### src/hw/rtl/cpsb_pkg.sv
// ----------------------------------------------------------------------------
// cpsb_pkg: shared types and constants of the column post sprite blitter
// Holds default parameter values, field widths, request codes, register
// indexes and the pixel event passed from the post parser to the top level.
// ----------------------------------------------------------------------------
package cpsb_pkg;

    localparam int MAX_SCALE_DEF   = 8;
    localparam int ADDR_BITS_DEF   = 24;
    localparam int TABLE_DEPTH_DEF = 256;

    localparam int BYTE_W    = 8;
    localparam int COL_W     = 10;
    localparam int SCALE_W   = 4;
    localparam int ROWSUM_W  = BYTE_W + 1;
    localparam int ROW0_W    = ROWSUM_W + SCALE_W;
    localparam int BASE_W    = 24;
    localparam int STRIDE_W  = 12;
    localparam int HEIGHT_W  = 10;
    localparam int OUT_ADDR_W = 24;

    localparam int CFG_IDX_W  = 3;
    localparam int CFG_DATA_W = 24;

    localparam logic [BYTE_W-1:0] END_MARK = 8'hff;

    // Request kinds carried in tuser.
    localparam logic REQ_STREAM = 1'b0;
    localparam logic REQ_LOAD   = 1'b1;

    // Configuration register indexes.
    localparam logic [CFG_IDX_W-1:0] CFG_DEST_BASE   = 3'd0;
    localparam logic [CFG_IDX_W-1:0] CFG_DEST_STRIDE = 3'd1;
    localparam logic [CFG_IDX_W-1:0] CFG_BLOCK_SCALE = 3'd2;
    localparam logic [CFG_IDX_W-1:0] CFG_SPR_HEIGHT  = 3'd3;
    localparam logic [CFG_IDX_W-1:0] CFG_SPR_WIDTH   = 3'd4;
    localparam logic [CFG_IDX_W-1:0] CFG_RECOLOUR    = 3'd5;
    localparam logic [CFG_IDX_W-1:0] CFG_MIRROR      = 3'd6;

    // Parser verdict for the byte accepted in this cycle.
    typedef struct packed {
        logic                emit;    // byte is a pixel to be drawn
        logic [ROWSUM_W-1:0] rowsum;  // post_top + row within the post
    } t_pix_evt;

endpackage

### src/hw/rtl/cpsb_parser.sv
// ----------------------------------------------------------------------------
// cpsb_parser: column post stream parser
// Walks topdelta, length, pad, pixels, pad for each post of a column and
// flags the bytes that are pixels, together with their row inside the sprite.
// ----------------------------------------------------------------------------
module cpsb_parser (
    input  logic                            i_clk,
    input  logic                            i_rst_n,
    input  logic                            i_accept,   // stream byte accepted
    input  logic                            i_start,
    input  logic [cpsb_pkg::BYTE_W-1:0]     i_byte,
    input  logic [cpsb_pkg::HEIGHT_W-1:0]   i_height,
    output cpsb_pkg::t_pix_evt              o_evt
);

    typedef enum logic [2:0] {
        PH_IDLE, PH_TOP, PH_LEN, PH_PADA, PH_PIX, PH_PADB
    } t_phase;

    t_phase                        r_phase, n_phase;
    logic [cpsb_pkg::BYTE_W-1:0]   r_post_top, n_post_top;
    logic [cpsb_pkg::BYTE_W-1:0]   r_pix_left, n_pix_left;
    logic [cpsb_pkg::BYTE_W-1:0]   r_row, n_row;
    logic [cpsb_pkg::HEIGHT_W-1:0] post_end;

    assign post_end = cpsb_pkg::HEIGHT_W'(r_post_top) + cpsb_pkg::HEIGHT_W'(i_byte);

    always_comb begin
        n_phase    = r_phase;
        n_post_top = r_post_top;
        n_pix_left = r_pix_left;
        n_row      = r_row;
        if (i_accept) begin
            if (i_start || r_phase == PH_TOP) begin
                if (i_byte == cpsb_pkg::END_MARK) begin
                    n_phase = PH_IDLE;
                end else begin
                    n_post_top = i_byte;
                    n_phase    = PH_LEN;
                end
            end else begin
                case (r_phase)
                    PH_LEN: begin
                        // A post running past the declared height kills the column.
                        if (post_end > i_height) begin
                            n_phase = PH_IDLE;
                        end else begin
                            n_pix_left = i_byte;
                            n_row      = '0;
                            n_phase    = PH_PADA;
                        end
                    end
                    PH_PADA: n_phase = (r_pix_left == '0) ? PH_PADB : PH_PIX;
                    PH_PIX: begin
                        n_row      = r_row + 1'b1;
                        n_pix_left = r_pix_left - 1'b1;
                        if (r_pix_left == cpsb_pkg::BYTE_W'(1)) begin
                            n_phase = PH_PADB;
                        end
                    end
                    PH_PADB: n_phase = PH_TOP;
                    default: n_phase = PH_IDLE;
                endcase
            end
        end
    end

    always_ff @(posedge i_clk) begin
        if (!i_rst_n) begin
            r_phase    <= PH_IDLE;
            r_post_top <= '0;
            r_pix_left <= '0;
            r_row      <= '0;
        end else begin
            r_phase    <= n_phase;
            r_post_top <= n_post_top;
            r_pix_left <= n_pix_left;
            r_row      <= n_row;
        end
    end

    assign o_evt.emit   = i_accept && !i_start && (r_phase == PH_PIX);
    assign o_evt.rowsum = cpsb_pkg::ROWSUM_W'(r_post_top) + cpsb_pkg::ROWSUM_W'(r_row);

endmodule

### src/hw/rtl/column_post_sprite_blitter_unit.sv
// ----------------------------------------------------------------------------
// column_post_sprite_blitter_unit: scaled column post sprite blitter
// Parses column post bytes, recolors pixels through a loaded table and
// emits each pixel as effective block_scale horizontal row runs in the framebuffer.
// ----------------------------------------------------------------------------
//  Channel   Direction  Transaction
//  s_axis    in         one stream byte or one table load per transaction
//  m_axis    out        one row run: address, pixel value, run length, tlast
//  i_cfg_*   in         one register write per cycle with i_cfg_we high
//
//  A table load or a non-pixel byte leaves the input ready. A pixel byte
//  makes three setup passes through the shared multiply-add unit, then
//  emits effective block_scale runs, one run per cycle while m_axis is not
//  stalled. The input is not ready while a pixel is in progress.
//  Reset is synchronous; the recolor table is not cleared and needs no pass.
// ----------------------------------------------------------------------------
module column_post_sprite_blitter_unit #(
    parameter int MAX_SCALE   = cpsb_pkg::MAX_SCALE_DEF,
    parameter int ADDR_BITS   = cpsb_pkg::ADDR_BITS_DEF,
    parameter int TABLE_DEPTH = cpsb_pkg::TABLE_DEPTH_DEF
) (
    input  logic                                i_clk,
    input  logic                                i_rst_n,
    input  logic                                s_axis_tvalid,
    output logic                                s_axis_tready,
    // column_number[9:0], stream_byte[17:10], table_slot[25:18], zeros[31:26]
    input  logic [31:0]                         s_axis_tdata,
    // req_type[0], column_start[1]
    input  logic [1:0]                          s_axis_tuser,
    output logic                                m_axis_tvalid,
    input  logic                                m_axis_tready,
    // write_address[23:0], pixel_value[31:24], run_length[35:32], zeros[39:36]
    output logic [39:0]                         m_axis_tdata,
    output logic                                m_axis_tlast,
    input  logic                                i_cfg_we,
    input  logic [cpsb_pkg::CFG_IDX_W-1:0]      i_cfg_idx,
    input  logic [cpsb_pkg::CFG_DATA_W-1:0]     i_cfg_data
);

    localparam int TBL_AW = $clog2(TABLE_DEPTH);
    localparam int PROD_W = ADDR_BITS + cpsb_pkg::ROW0_W;

    typedef enum logic [2:0] {
        S_IDLE, S_ROW, S_BASE, S_ADDR, S_EMIT
    } t_state;

    // Configuration registers.
    logic [cpsb_pkg::BASE_W-1:0]    r_cfg_base;
    logic [cpsb_pkg::STRIDE_W-1:0]  r_cfg_stride;
    logic [cpsb_pkg::SCALE_W-1:0]   r_cfg_scale;
    logic [cpsb_pkg::HEIGHT_W-1:0]  r_cfg_height;
    logic [cpsb_pkg::COL_W-1:0]     r_cfg_width;
    logic                           r_cfg_recolour;
    logic                           r_cfg_mirror;

    // Input fields.
    logic                           in_req;
    logic                           in_start;
    logic [cpsb_pkg::COL_W-1:0]     in_col;
    logic [cpsb_pkg::BYTE_W-1:0]    in_byte;
    logic [cpsb_pkg::BYTE_W-1:0]    in_slot;
    logic                           in_accept;
    cpsb_pkg::t_pix_evt             evt;

    // Datapath.
    t_state                         r_state;
    logic [cpsb_pkg::COL_W-1:0]     r_col;
    logic [cpsb_pkg::BYTE_W-1:0]    r_byte;
    logic [cpsb_pkg::ROWSUM_W-1:0]  r_rowsum;
    logic [cpsb_pkg::ROW0_W-1:0]    r_row0;
    logic [ADDR_BITS-1:0]           r_addr;
    logic [cpsb_pkg::BYTE_W-1:0]    r_pix;
    logic [cpsb_pkg::SCALE_W-1:0]   r_run;
    logic                           r_out_valid;
    logic                           r_out_last;
    logic [cpsb_pkg::BYTE_W-1:0]    r_tbl_q;
    logic [cpsb_pkg::BYTE_W-1:0]    r_table [TABLE_DEPTH];

    logic [cpsb_pkg::SCALE_W-1:0]   eff_scale;
    logic [ADDR_BITS-1:0]           place;
    logic [ADDR_BITS-1:0]           mac_a;
    logic [cpsb_pkg::ROW0_W-1:0]    mac_b;
    logic [ADDR_BITS-1:0]           mac_c;
    logic [PROD_W-1:0]              mac_prod;
    logic [ADDR_BITS-1:0]           mac_y;
    logic                           out_fire;

    assign in_req    = s_axis_tuser[0];
    assign in_start  = s_axis_tuser[1];
    assign in_col    = s_axis_tdata[9:0];
    assign in_byte   = s_axis_tdata[17:10];
    assign in_slot   = s_axis_tdata[25:18];
    assign in_accept = s_axis_tvalid && s_axis_tready;
    assign out_fire  = r_out_valid && m_axis_tready;

    assign s_axis_tready = (r_state == S_IDLE);

    cpsb_parser u_parser (
        .i_clk    (i_clk),
        .i_rst_n  (i_rst_n),
        .i_accept (in_accept && in_req == cpsb_pkg::REQ_STREAM),
        .i_start  (in_start),
        .i_byte   (in_byte),
        .i_height (r_cfg_height),
        .o_evt    (evt)
    );

    always_comb begin
        if (r_cfg_scale == '0) begin
            eff_scale = cpsb_pkg::SCALE_W'(1);
        end else if (r_cfg_scale > cpsb_pkg::SCALE_W'(MAX_SCALE)) begin
            eff_scale = cpsb_pkg::SCALE_W'(MAX_SCALE);
        end else begin
            eff_scale = r_cfg_scale;
        end
    end

    // Mirrored placement wraps at the address width like the rest of the math.
    assign place = r_cfg_mirror
                 ? ADDR_BITS'(r_cfg_width) - ADDR_BITS'(1) - ADDR_BITS'(r_col)
                 : ADDR_BITS'(r_col);

    // Shared multiply-add unit: y = c + a * b, modulo 2^ADDR_BITS.
    always_comb begin
        mac_a = ADDR_BITS'(r_cfg_stride);
        mac_b = cpsb_pkg::ROW0_W'(1);
        mac_c = r_addr;
        case (r_state)
            S_ROW: begin
                mac_a = ADDR_BITS'(r_rowsum);
                mac_b = cpsb_pkg::ROW0_W'(eff_scale);
                mac_c = '0;
            end
            S_BASE: begin
                mac_a = place;
                mac_b = cpsb_pkg::ROW0_W'(eff_scale);
                mac_c = ADDR_BITS'(r_cfg_base);
            end
            S_ADDR: begin
                mac_b = r_row0;
            end
            default: begin
                mac_b = cpsb_pkg::ROW0_W'(1);
            end
        endcase
    end

    assign mac_prod = PROD_W'(mac_a) * PROD_W'(mac_b);
    assign mac_y    = mac_c + mac_prod[ADDR_BITS-1:0];

    // Recolor table: one write port for loads, one registered read per accepted stream byte.
    always_ff @(posedge i_clk) begin
        if (in_accept && in_req == cpsb_pkg::REQ_LOAD) begin
            r_table[in_slot[TBL_AW-1:0]] <= in_byte;
        end
        if (in_accept && in_req == cpsb_pkg::REQ_STREAM) begin
            r_tbl_q <= r_table[in_byte[TBL_AW-1:0]];
        end
    end

    always_ff @(posedge i_clk) begin
        if (!i_rst_n) begin
            r_cfg_base     <= '0;
            r_cfg_stride   <= cpsb_pkg::STRIDE_W'(320);
            r_cfg_scale    <= cpsb_pkg::SCALE_W'(1);
            r_cfg_height   <= '0;
            r_cfg_width    <= cpsb_pkg::COL_W'(1);
            r_cfg_recolour <= 1'b0;
            r_cfg_mirror   <= 1'b0;
        end else if (i_cfg_we) begin
            case (i_cfg_idx)
                cpsb_pkg::CFG_DEST_BASE:   r_cfg_base     <= i_cfg_data[23:0];
                cpsb_pkg::CFG_DEST_STRIDE: r_cfg_stride   <= i_cfg_data[11:0];
                cpsb_pkg::CFG_BLOCK_SCALE: r_cfg_scale    <= i_cfg_data[3:0];
                cpsb_pkg::CFG_SPR_HEIGHT:  r_cfg_height   <= i_cfg_data[9:0];
                cpsb_pkg::CFG_SPR_WIDTH:   r_cfg_width    <= i_cfg_data[9:0];
                cpsb_pkg::CFG_RECOLOUR:    r_cfg_recolour <= i_cfg_data[0];
                cpsb_pkg::CFG_MIRROR:      r_cfg_mirror   <= i_cfg_data[0];
                default: ;
            endcase
        end
    end

    always_ff @(posedge i_clk) begin
        if (!i_rst_n) begin
            r_state     <= S_IDLE;
            r_out_valid <= 1'b0;
            r_out_last  <= 1'b0;
            r_run       <= '0;
        end else begin
            case (r_state)
                S_IDLE: begin
                    if (evt.emit) begin
                        r_col    <= in_col;
                        r_byte   <= in_byte;
                        r_rowsum <= evt.rowsum;
                        r_state  <= S_ROW;
                    end
                end
                S_ROW: begin
                    r_row0  <= mac_y[cpsb_pkg::ROW0_W-1:0];
                    r_state <= S_BASE;
                end
                S_BASE: begin
                    r_addr  <= mac_y;
                    r_state <= S_ADDR;
                end
                S_ADDR: begin
                    r_addr      <= mac_y;
                    r_pix       <= r_cfg_recolour ? r_tbl_q : r_byte;
                    r_run       <= '0;
                    r_out_valid <= 1'b1;
                    r_out_last  <= (eff_scale == cpsb_pkg::SCALE_W'(1));
                    r_state     <= S_EMIT;
                end
                S_EMIT: begin
                    if (out_fire) begin
                        if (r_out_last) begin
                            r_out_valid <= 1'b0;
                            r_out_last  <= 1'b0;
                            r_state     <= S_IDLE;
                        end else begin
                            // Next row of the square is one stride further down.
                            r_addr     <= mac_y;
                            r_run      <= r_run + 1'b1;
                            r_out_last <= (r_run + cpsb_pkg::SCALE_W'(2) == eff_scale);
                        end
                    end
                end
                default: r_state <= S_IDLE;
            endcase
        end
    end

    assign m_axis_tvalid = r_out_valid;
    assign m_axis_tlast  = r_out_last;
    assign m_axis_tdata  = {4'b0000, eff_scale, r_pix,
                            cpsb_pkg::OUT_ADDR_W'(r_addr)};

    a_busy_not_ready : assert property (@(posedge i_clk) disable iff (!i_rst_n)
        r_out_valid |-> !s_axis_tready)
        else $error("input ready while a run is pending");

    a_last_ends_pixel : assert property (@(posedge i_clk) disable iff (!i_rst_n)
        (out_fire && r_out_last) |=> (!r_out_valid && s_axis_tready))
        else $error("block did not return to idle after the last run");

    a_plain_byte_quick : assert property (@(posedge i_clk) disable iff (!i_rst_n)
        (in_accept && !evt.emit) |=> s_axis_tready)
        else $error("non-pixel transaction held the input");

    a_run_in_range : assert property (@(posedge i_clk) disable iff (!i_rst_n)
        r_out_valid |-> (r_run < eff_scale))
        else $error("run counter past the block scale");

endmodule
### config.mk
export PLATFORM = sky130hd
export DESIGN_NAME = column_post_sprite_blitter_unit
export DESIGN_NICKNAME = d
export VERILOG_FILES = /design/src/hw/rtl/cpsb_pkg.sv /design/src/hw/rtl/cpsb_parser.sv /design/src/hw/rtl/column_post_sprite_blitter_unit.sv
export SDC_FILE = /design/constraint.sdc
export NUM_CORES = 2
export LEC_CHECK = 0
export BUFFER_PORTS_ARGS = -buffer_cell sky130_fd_sc_hd__buf_2
export CAP_MARGIN = 20
export CORE_MARGIN = 2
export CORE_UTILIZATION = 30
export DETAILED_ROUTE_END_ITERATION = 8
export SYNTH_ARGS = -nofsm -noshare
export SYNTH_HDL_FRONTEND = slang
export SYNTH_SLANG_ARGS = --single-unit
export TNS_END_PERCENT = 5
### constraint.sdc
create_clock -name i_clk -period 21.9 [get_ports i_clk]
set_clock_uncertainty 0.15 [all_clocks]
set_input_delay 0 -clock i_clk [delete_from_list [all_inputs] [get_ports i_clk]]
set_output_delay 0 -clock i_clk [all_outputs]
set_load 0.005 [all_outputs]
## Word level (Yosys, flattened, before mapping)

Memories as Yosys holds them, arrays and structs flattened. A register that Yosys moved wholly into a read port is not among the register bits.
Cells that the tools add are included.

| storage, ports and cells | value |
|---|---|
| bits in latches | 0 |
| bits of input ports | 66 |
| bits in registers | 170 |
| RAM bits | 2048 |
| memories kept | 1 |
| logic and storage cells | 132 |
| output and inout port bits | 43 |
| bits in read-only memories | 0 |

| cells by class | value |
|---|---|
| reductions and logical operators | 35 |
| $lt $le $gt $ge | 2 |
| div/mod/pow operators | 0 |
| multipliers | 1 |
| mux-type cells | 35 |
| add/sub/neg operators | 9 |
| shift operators | 0 |
| equal/unequal tests | 25 |
| bitwise logic cells | 3 |

Memory list:

| memory | words | bits a word | rd ports | clocked after Yosys merged registers in | wr ports | line | RTL |
|---|---|---|---|---|---|---|---|
| r_table | 256 | 8 | 1 | 1 | 1 | column_post_sprite_blitter_unit.sv:77 | `logic [cpsb_pkg::BYTE_W-1:0] r_table [TABLE_DEPTH];` |

Operators by type and width:

| operator | count |
|---|---|
| 24-bit case mux with 2 select lines | 3 |
| 24-bit 2-to-1 mux | 3 |
| 8-bit case mux with 2 select lines | 2 |
| 13-bit case mux with 2 select lines | 1 |
| 24-bit adder | 1 |
| 24-bit by 13-bit multiplier with 24-bit output | 1 |
| 8-bit 2-to-1 mux | 3 |
| 2-bit AND reduction | 11 |
| 8-bit by 8-bit adder with 9-bit output | 2 |
| 3-bit by 2-bit == test with 1-bit output, second input constant | 6 |
| 3-bit == test, second input constant | 6 |
| 4-bit 2-to-1 mux | 4 |
| 3-bit 2-to-1 mux | 5 |
| 3-bit case mux with 5 select lines | 1 |
| 3-bit AND reduction | 5 |
| 3-bit case mux with 4 select lines | 1 |
| 11-bit by 11-bit subtractor with 12-bit output | 1 |
| 10-bit by 1-bit subtractor with 11-bit output, second input constant | 1 |
| 10-bit greater-than comparator | 1 |
| 3-bit by 1-bit == test with 1-bit output, second input constant | 3 |
| 8-bit by 1-bit adder with 8-bit output, second input constant | 1 |
| 8-bit by 1-bit == test with 1-bit output, second input constant | 1 |
| 8-bit == test, second input constant | 1 |
| 8-bit zero test | 1 |
| 22 further kinds | 45 |

## Depth between registers and ports, before layout

| depth | value |
|---|---|
| depth in word-level cells | 9 |
| mapped depth | 31 |
| depth with buffers taken out | 31 |

## Hierarchy

From an unflattened synthesis, not the netlist that was laid out.

| unflattened totals | value |
|---|---|
| cells, all modules | 5152 |
| area total of the unflattened synthesis | 93830.0 sq um |

By module, submodules not included:

| module | seq. area each (sq um) | area each (sq um) | instances | cells each |
|---|---|---|---|---|
| column_post_sprite_blitter_unit | 65322.6 | 91527.8 | 1 | 4868 |
| cpsb_parser | 540.5 | 2302.2 | 1 | 284 |

## Worst setup path after synthesis

OpenSTA, ideal clock, no wires.

| path | value |
|---|---|
| path kind | reg2reg |
| start point | register r_cfg_width[2] (netlist name) |
| end point | register r_addr[23] (data pin) |
| arrival | 8.224 ns |
| stages on the path, launching flop included | 29 |
| period minus slack after synthesis | 8.634 ns |
| required time | 21.490 ns |
| setup time | 0.260 ns |
| path buffers | 0 |
| path slack | 13.266 ns |
| cell sequence | dfxtp_1 > or3_1 > or3b_2 > nor3_1 > xor2_1 > ha_1 > nand3_1 > a2111oi_0 > nor3_1 > nor3_2 > nor2_1 > fa_1 > inv_1 > fa_1 > inv_1 > fa_1 > fa_1 > fa_1 > inv_1 > fa_1 > inv_1 > ha_1 > a21o_1 > a221oi_1 > o21ai_0 > a22o_1 > a311o_1 > a21oi_1 > xnor2_1 |

| on the way | value |
|---|---|
| word-level cells in the longest chain between the ends | 9 |

Ends and longest elaborated chain:

| item | line | RTL |
|---|---|---|
| start: declaration | column_post_sprite_blitter_unit.sv:52 | `logic [cpsb_pkg::COL_W-1:0] r_cfg_width;` |
| start signal: assignment | column_post_sprite_blitter_unit.sv:167 | `r_cfg_width <= cpsb_pkg::COL_W'(1);` |
| start signal: assignment | column_post_sprite_blitter_unit.sv:176 | `cpsb_pkg::CFG_SPR_WIDTH: r_cfg_width <= i_cfg_data[9:0];` |
| 10-bit by 1-bit subtractor with 11-bit output (*) | column_post_sprite_blitter_unit.sv:120 | `? ADDR_BITS'(r_cfg_width) - ADDR_BITS'(1) - ADDR_BITS'(r_col)` |
| 11-bit by 11-bit subtractor with 12-bit output (*) | column_post_sprite_blitter_unit.sv:120 |  |
| 24-bit 2-to-1 mux (*) | column_post_sprite_blitter_unit.sv:120 |  |
| 24-bit case mux with 2 select lines (*) | column_post_sprite_blitter_unit.sv:128 | `case (r_state)` |
| 24-bit by 13-bit multiplier with 24-bit output (*) | column_post_sprite_blitter_unit.sv:148 | `assign mac_prod = PROD_W'(mac_a) * PROD_W'(mac_b);` |
| 24-bit adder (*) | column_post_sprite_blitter_unit.sv:149 | `assign mac_y = mac_c + mac_prod[ADDR_BITS-1:0];` |
| named net mac_y[23] | column_post_sprite_blitter_unit.sv:85 | `logic [ADDR_BITS-1:0] mac_y;` |
| 24-bit 2-to-1 mux | column_post_sprite_blitter_unit.sv:218 | `if (r_out_last) begin` |
| 24-bit 2-to-1 mux | column_post_sprite_blitter_unit.sv:217 | `if (out_fire) begin` |
| 24-bit case mux with 2 select lines (*) | column_post_sprite_blitter_unit.sv:191 | `case (r_state)` |
| end signal: assignment | column_post_sprite_blitter_unit.sv:205 | `r_addr <= mac_y;` |
| end signal: assignment | column_post_sprite_blitter_unit.sv:209 | `r_addr <= mac_y;` |
| end signal: assignment | column_post_sprite_blitter_unit.sv:224 | `r_addr <= mac_y;` |
| end: declaration | column_post_sprite_blitter_unit.sv:71 | `logic [ADDR_BITS-1:0] r_addr;` |

The timed path passes the listed nets; every way through them passes the cells marked *. The select of a mux whose other input is x is not followed.
A chain may end at the register's enable or synchronous reset.

## Worst setup path after layout

Same ends and word-level chain as after synthesis.

==> impl_metrics.py <==
metrics = {
    "drt": {
        "routed_via_density": 5.127,
        "finalWirelength_um": 251500,
        "vias": 52220,
        "ant_nets": 0,
        "post_drt_wl_per_cell_um": 24.69,
        "first_pass_iters": 7,
        "drc_errors": 0,
        "drt-initial-drc-count": 5439,
    },
    "global_route": {
        "antenna_found_initial": 17,
        "grt_overflow": 0,
        "grt_util_all_layers_pct": 15.08,
        "grt_pass1_vias": 52260,
        "grt_max_degree": 147,
        "grt_pass1_wl_um": 363500,
    },
    "setup_path": {
        "critPathKind": "flip-flop to flip-flop",
        "crit_path_max_fanout": 9,
        "cp.arrival_ns": 10.39,
        "cp-endpoint": "r_addr[23]",
        "start_kind": "flip-flop",
        "rr_endpoint": "r_addr[23]",
        "critical_path.startpoint": "r_cfg_width[2]",
        "required_ns": 22.31,
        "crit_cells": 28,
        "rr_worst_depth": 28,
        "path_buf_inv": 4,
        "cp-end-kind": "flip-flop",
        "path_delay_family": "adder cells",
        "cpMostUsedCell": "fa_1",
        "critPathSlowestCell": "a2111oi_0",
        "max_stage_delay_ns": 0.89,
        "reg2reg_slack_ns": 11.93,
        "reg2reg_from": "r_cfg_width[2]",
    },
    "timing": {
        "setup_viol": 0,
        "worstMarginPinSlew_ns": 1.189,
        "timing.slew.headroom_pct": 20.35,
        "rsz0062_at_grt": "no",
        "hold_viol": 0,
        "max_freq_ghz": 0.1003,
        "holdWs_ns": 0.006399,
        "drv_slew": 0,
        "period_needed_ns": 9.972,
        "finalCritPeriodShare_pct": 45.53,
        "setup_tns_ns": 0,
    },
    "synth": {
        "synth_area_leaders": "edfxtp_1 67%, mux4_2 7.9%, fa_1 3.6%",
        "yosysWarningCount": 0,
        "synth_most_common_cell": "edfxtp_1",
        "synth_top_area_share_pct": 66.52,
        "yosys_register_bits": 2226,
        "synth_edf_count": 2128,
        "synthesis.area_mm2": 0.09606,
        "synth_cells": 5575,
        "synth.distinct_cells": 88,
        "ys_seq_area_share_pct": 68.56,
        "synthArstFlopShare_pct": 0,
        "synth_area_per_cell_um2": 17.23,
        "synth_ff_type": "edfxtp_1",
        "synthTopCellsByCount": "2128 x edfxtp_1, 419 x nor2_1, 339 x mux4_2",
        "yosysTopAreaCell": "edfxtp_1",
    },
    "cells_and_area": {
        "utilization_pct": 34.25,
        "drive_gt1_share_pct": 15.89,
        "syn2layout_area_growth_pct": 13.50,
        "nets": 6162,
        "design_area_mm2": 0.1090,
    },
    "placement": {
        "hpwl_um": 157400,
        "portBuffers": 98,
        "placed_cell_area_mm2": 0.1007,
        "gp_congestion": 0.8978,
    },
    "power_and_ir_drop": {
        "p_per_area_mw_per_mm2": 82.77,
        "vdd.ir_drop.worst_uv": 65.97,
        "leakage_nw": 35.64,
    },
    "run_status": {
        "outcome": "finished, final reports clean",
    },
    "cts": {
        "clock_latency_ns": 0.91,
        "cts_root_buf": "clkbuf_16",
        "numCtsBuffers": 222,
        "h-tree-depth": 4,
        "clk_path_buf_depth": 4,
        "clk_pin_slew_ns": 0.07,
        "cts.sinks": 2226,
        "cts_tree": "yes",
    },
    "job": {
        "maxCapViolations": 0,
    },
    "floorplanning": {
        "start_util_pct": 30.18,
        "dieArea_mm2": 0.3248,
        "die_h_um": 569.9,
        "rows": 207,
        "ioPinCount": 109,
        "die_x_um": 569.9,
        "core_mm2": 0.3183,
    },
    "min_path": {
        "min_path_type": "input pin to flip-flop",
    },
}
through the flow:
| step | total power, mW | setup WS (ns) | instances |
|---|---|---|---|
| floorplan | 5.121 | 13.27 | 5590 |
| global placement | 5.331 | 12.08 | 9658 |
| detailed placement | 5.341 | 12.07 | 9659 |
| CTS | 9.083 | 12.09 | 10180 |
| global route | 9.287 | 11.41 | 10180 |
| finish | 9.025 | 11.93 | 10190 |
area by class of cell:
class / count / area (µm²)
flip-flops and latches: 2226 / 65860
diodes: 8 / 20.02
multi-input cells: 2825 / 27330
clock inverters: 126 / 1222
fillers: 29970 / 209300
inverters: 234 / 884.6
clock buffers: 268 / 5831
well taps: 4180 / 5230
repair buffers: 320 / 2653
per-layer routing:
metal  GRT usage (%)  vias to the layer above  wire length [µm]
li1                -                    22420                 -
met1           20.63                    27210            105800
met2           24.39                     2179            118800
met3           2.593                      418             18750
met4           4.762                        6              8060
met5               0                        -                38
how the worst min path moves through the flow:
stage                     start         endpoint  slack [ns]  cells after the start
6_report       s_axis_tdata[17]  r_table[176][7]       0.006                      2
5_1_grt        s_axis_tdata[17]  r_table[176][7]        0.03                      2
4_1_cts            i_cfg_idx[2]     r_cfg_mirror       0.003                      5
3_5_place_dp    s_axis_tdata[3]         r_col[3]        0.09                      1
3_3_place_gp     i_cfg_data[13]   r_cfg_base[13]        0.09                      3
2_1_floorplan  s_axis_tdata[10]        r_byte[0]       -0.05                      0
timing repair:
item | 4_1_cts | 5_1_grt
hold buffers | 125 | 0
setup buffers | 0 | 0
hold endpoints to repair | 1423 | 0
resized for setup | 0 | 0
worst reg2reg max path, delay by kind of cell (launching register included):
kind	cells	cell delay, ns
flops	1	0.34
fa+ha+maj	8	3.87
xor+xnor	2	0.19
compound gates	7	2.37
simple gates	7	2.37
buf+inv	4	0.47
power breakdown:
| part | internal (mW) | switching, mW |
|---|---|---|
| registers | 4.67 | 0.00427 |
| clock network | 2.14 | 1.61 |
| logic | 0.214 | 0.379 |
cells in the final DEF, fill, tap and decap left out, types with 18 or more instances in the layout:
| master | instances |
|---|---|
| nor2b_1 | 20 |
| dfxtp_1 | 98 |
| o221ai_1 | 87 |
| xnor2_1 | 43 |
| clkbuf_16 | 224 |
| and3_1 | 27 |
| ha_1 | 94 |
| a31oi_1 | 29 |
| nand3_1 | 72 |
| edfxtp_1 | 2128 |
| o22ai_1 | 49 |
| o2111ai_1 | 18 |
| buf_4 | 88 |
| clkinv_1 | 51 |
| bufinv_16 | 22 |
| mux2_2 | 57 |
| a22oi_1 | 39 |
| mux2i_1 | 271 |
| nand2_1 | 310 |
| a21oi_1 | 167 |
| clkinv_2 | 35 |
| or3_1 | 27 |
| a22o_1 | 23 |
| inv_1 | 231 |
| mux4_1 | 54 |
| nor3_1 | 65 |
| a221oi_1 | 30 |
| mux4_2 | 339 |
| nor4_1 | 20 |
| nor2_1 | 416 |
| o31ai_1 | 19 |
| fa_1 | 173 |
| buf_2 | 91 |
| xor2_1 | 23 |
| dlygate4sd3_1 | 124 |
| o21ai_0 | 86 |
| nand2b_1 | 19 |
| clkbuf_1 | 38 |
sequential cells by signal, indices dropped and copies added, names as in the netlist, 9 cells and up:
signal,cells
r_addr,24
r_cfg_stride,12
r_row0,13
r_cfg_height,10
r_rowsum,9
r_col,10
r_table,2048
r_cfg_base,24
r_cfg_width,10
kinds of logic (layout without fill, tap and decap cells):
| kind of cell | after synthesis | after routing | synth area share [%] |
|---|---|---|---|
| compound gates | 665 | 665 | 4.767 |
| other cells | 2 | 25 | 0.007818 |
| mux | 722 | 722 | 12.93 |
| simple gates | 1088 | 1088 | 5.138 |
| flops | 2226 | 2226 | 68.56 |
| xor+xnor | 66 | 66 | 0.6017 |
| fa+ha+maj | 267 | 267 | 4.830 |
| buf+inv | 539 | 948 | 3.164 |
No activity file was read; power rests on OpenSTA's default activity.
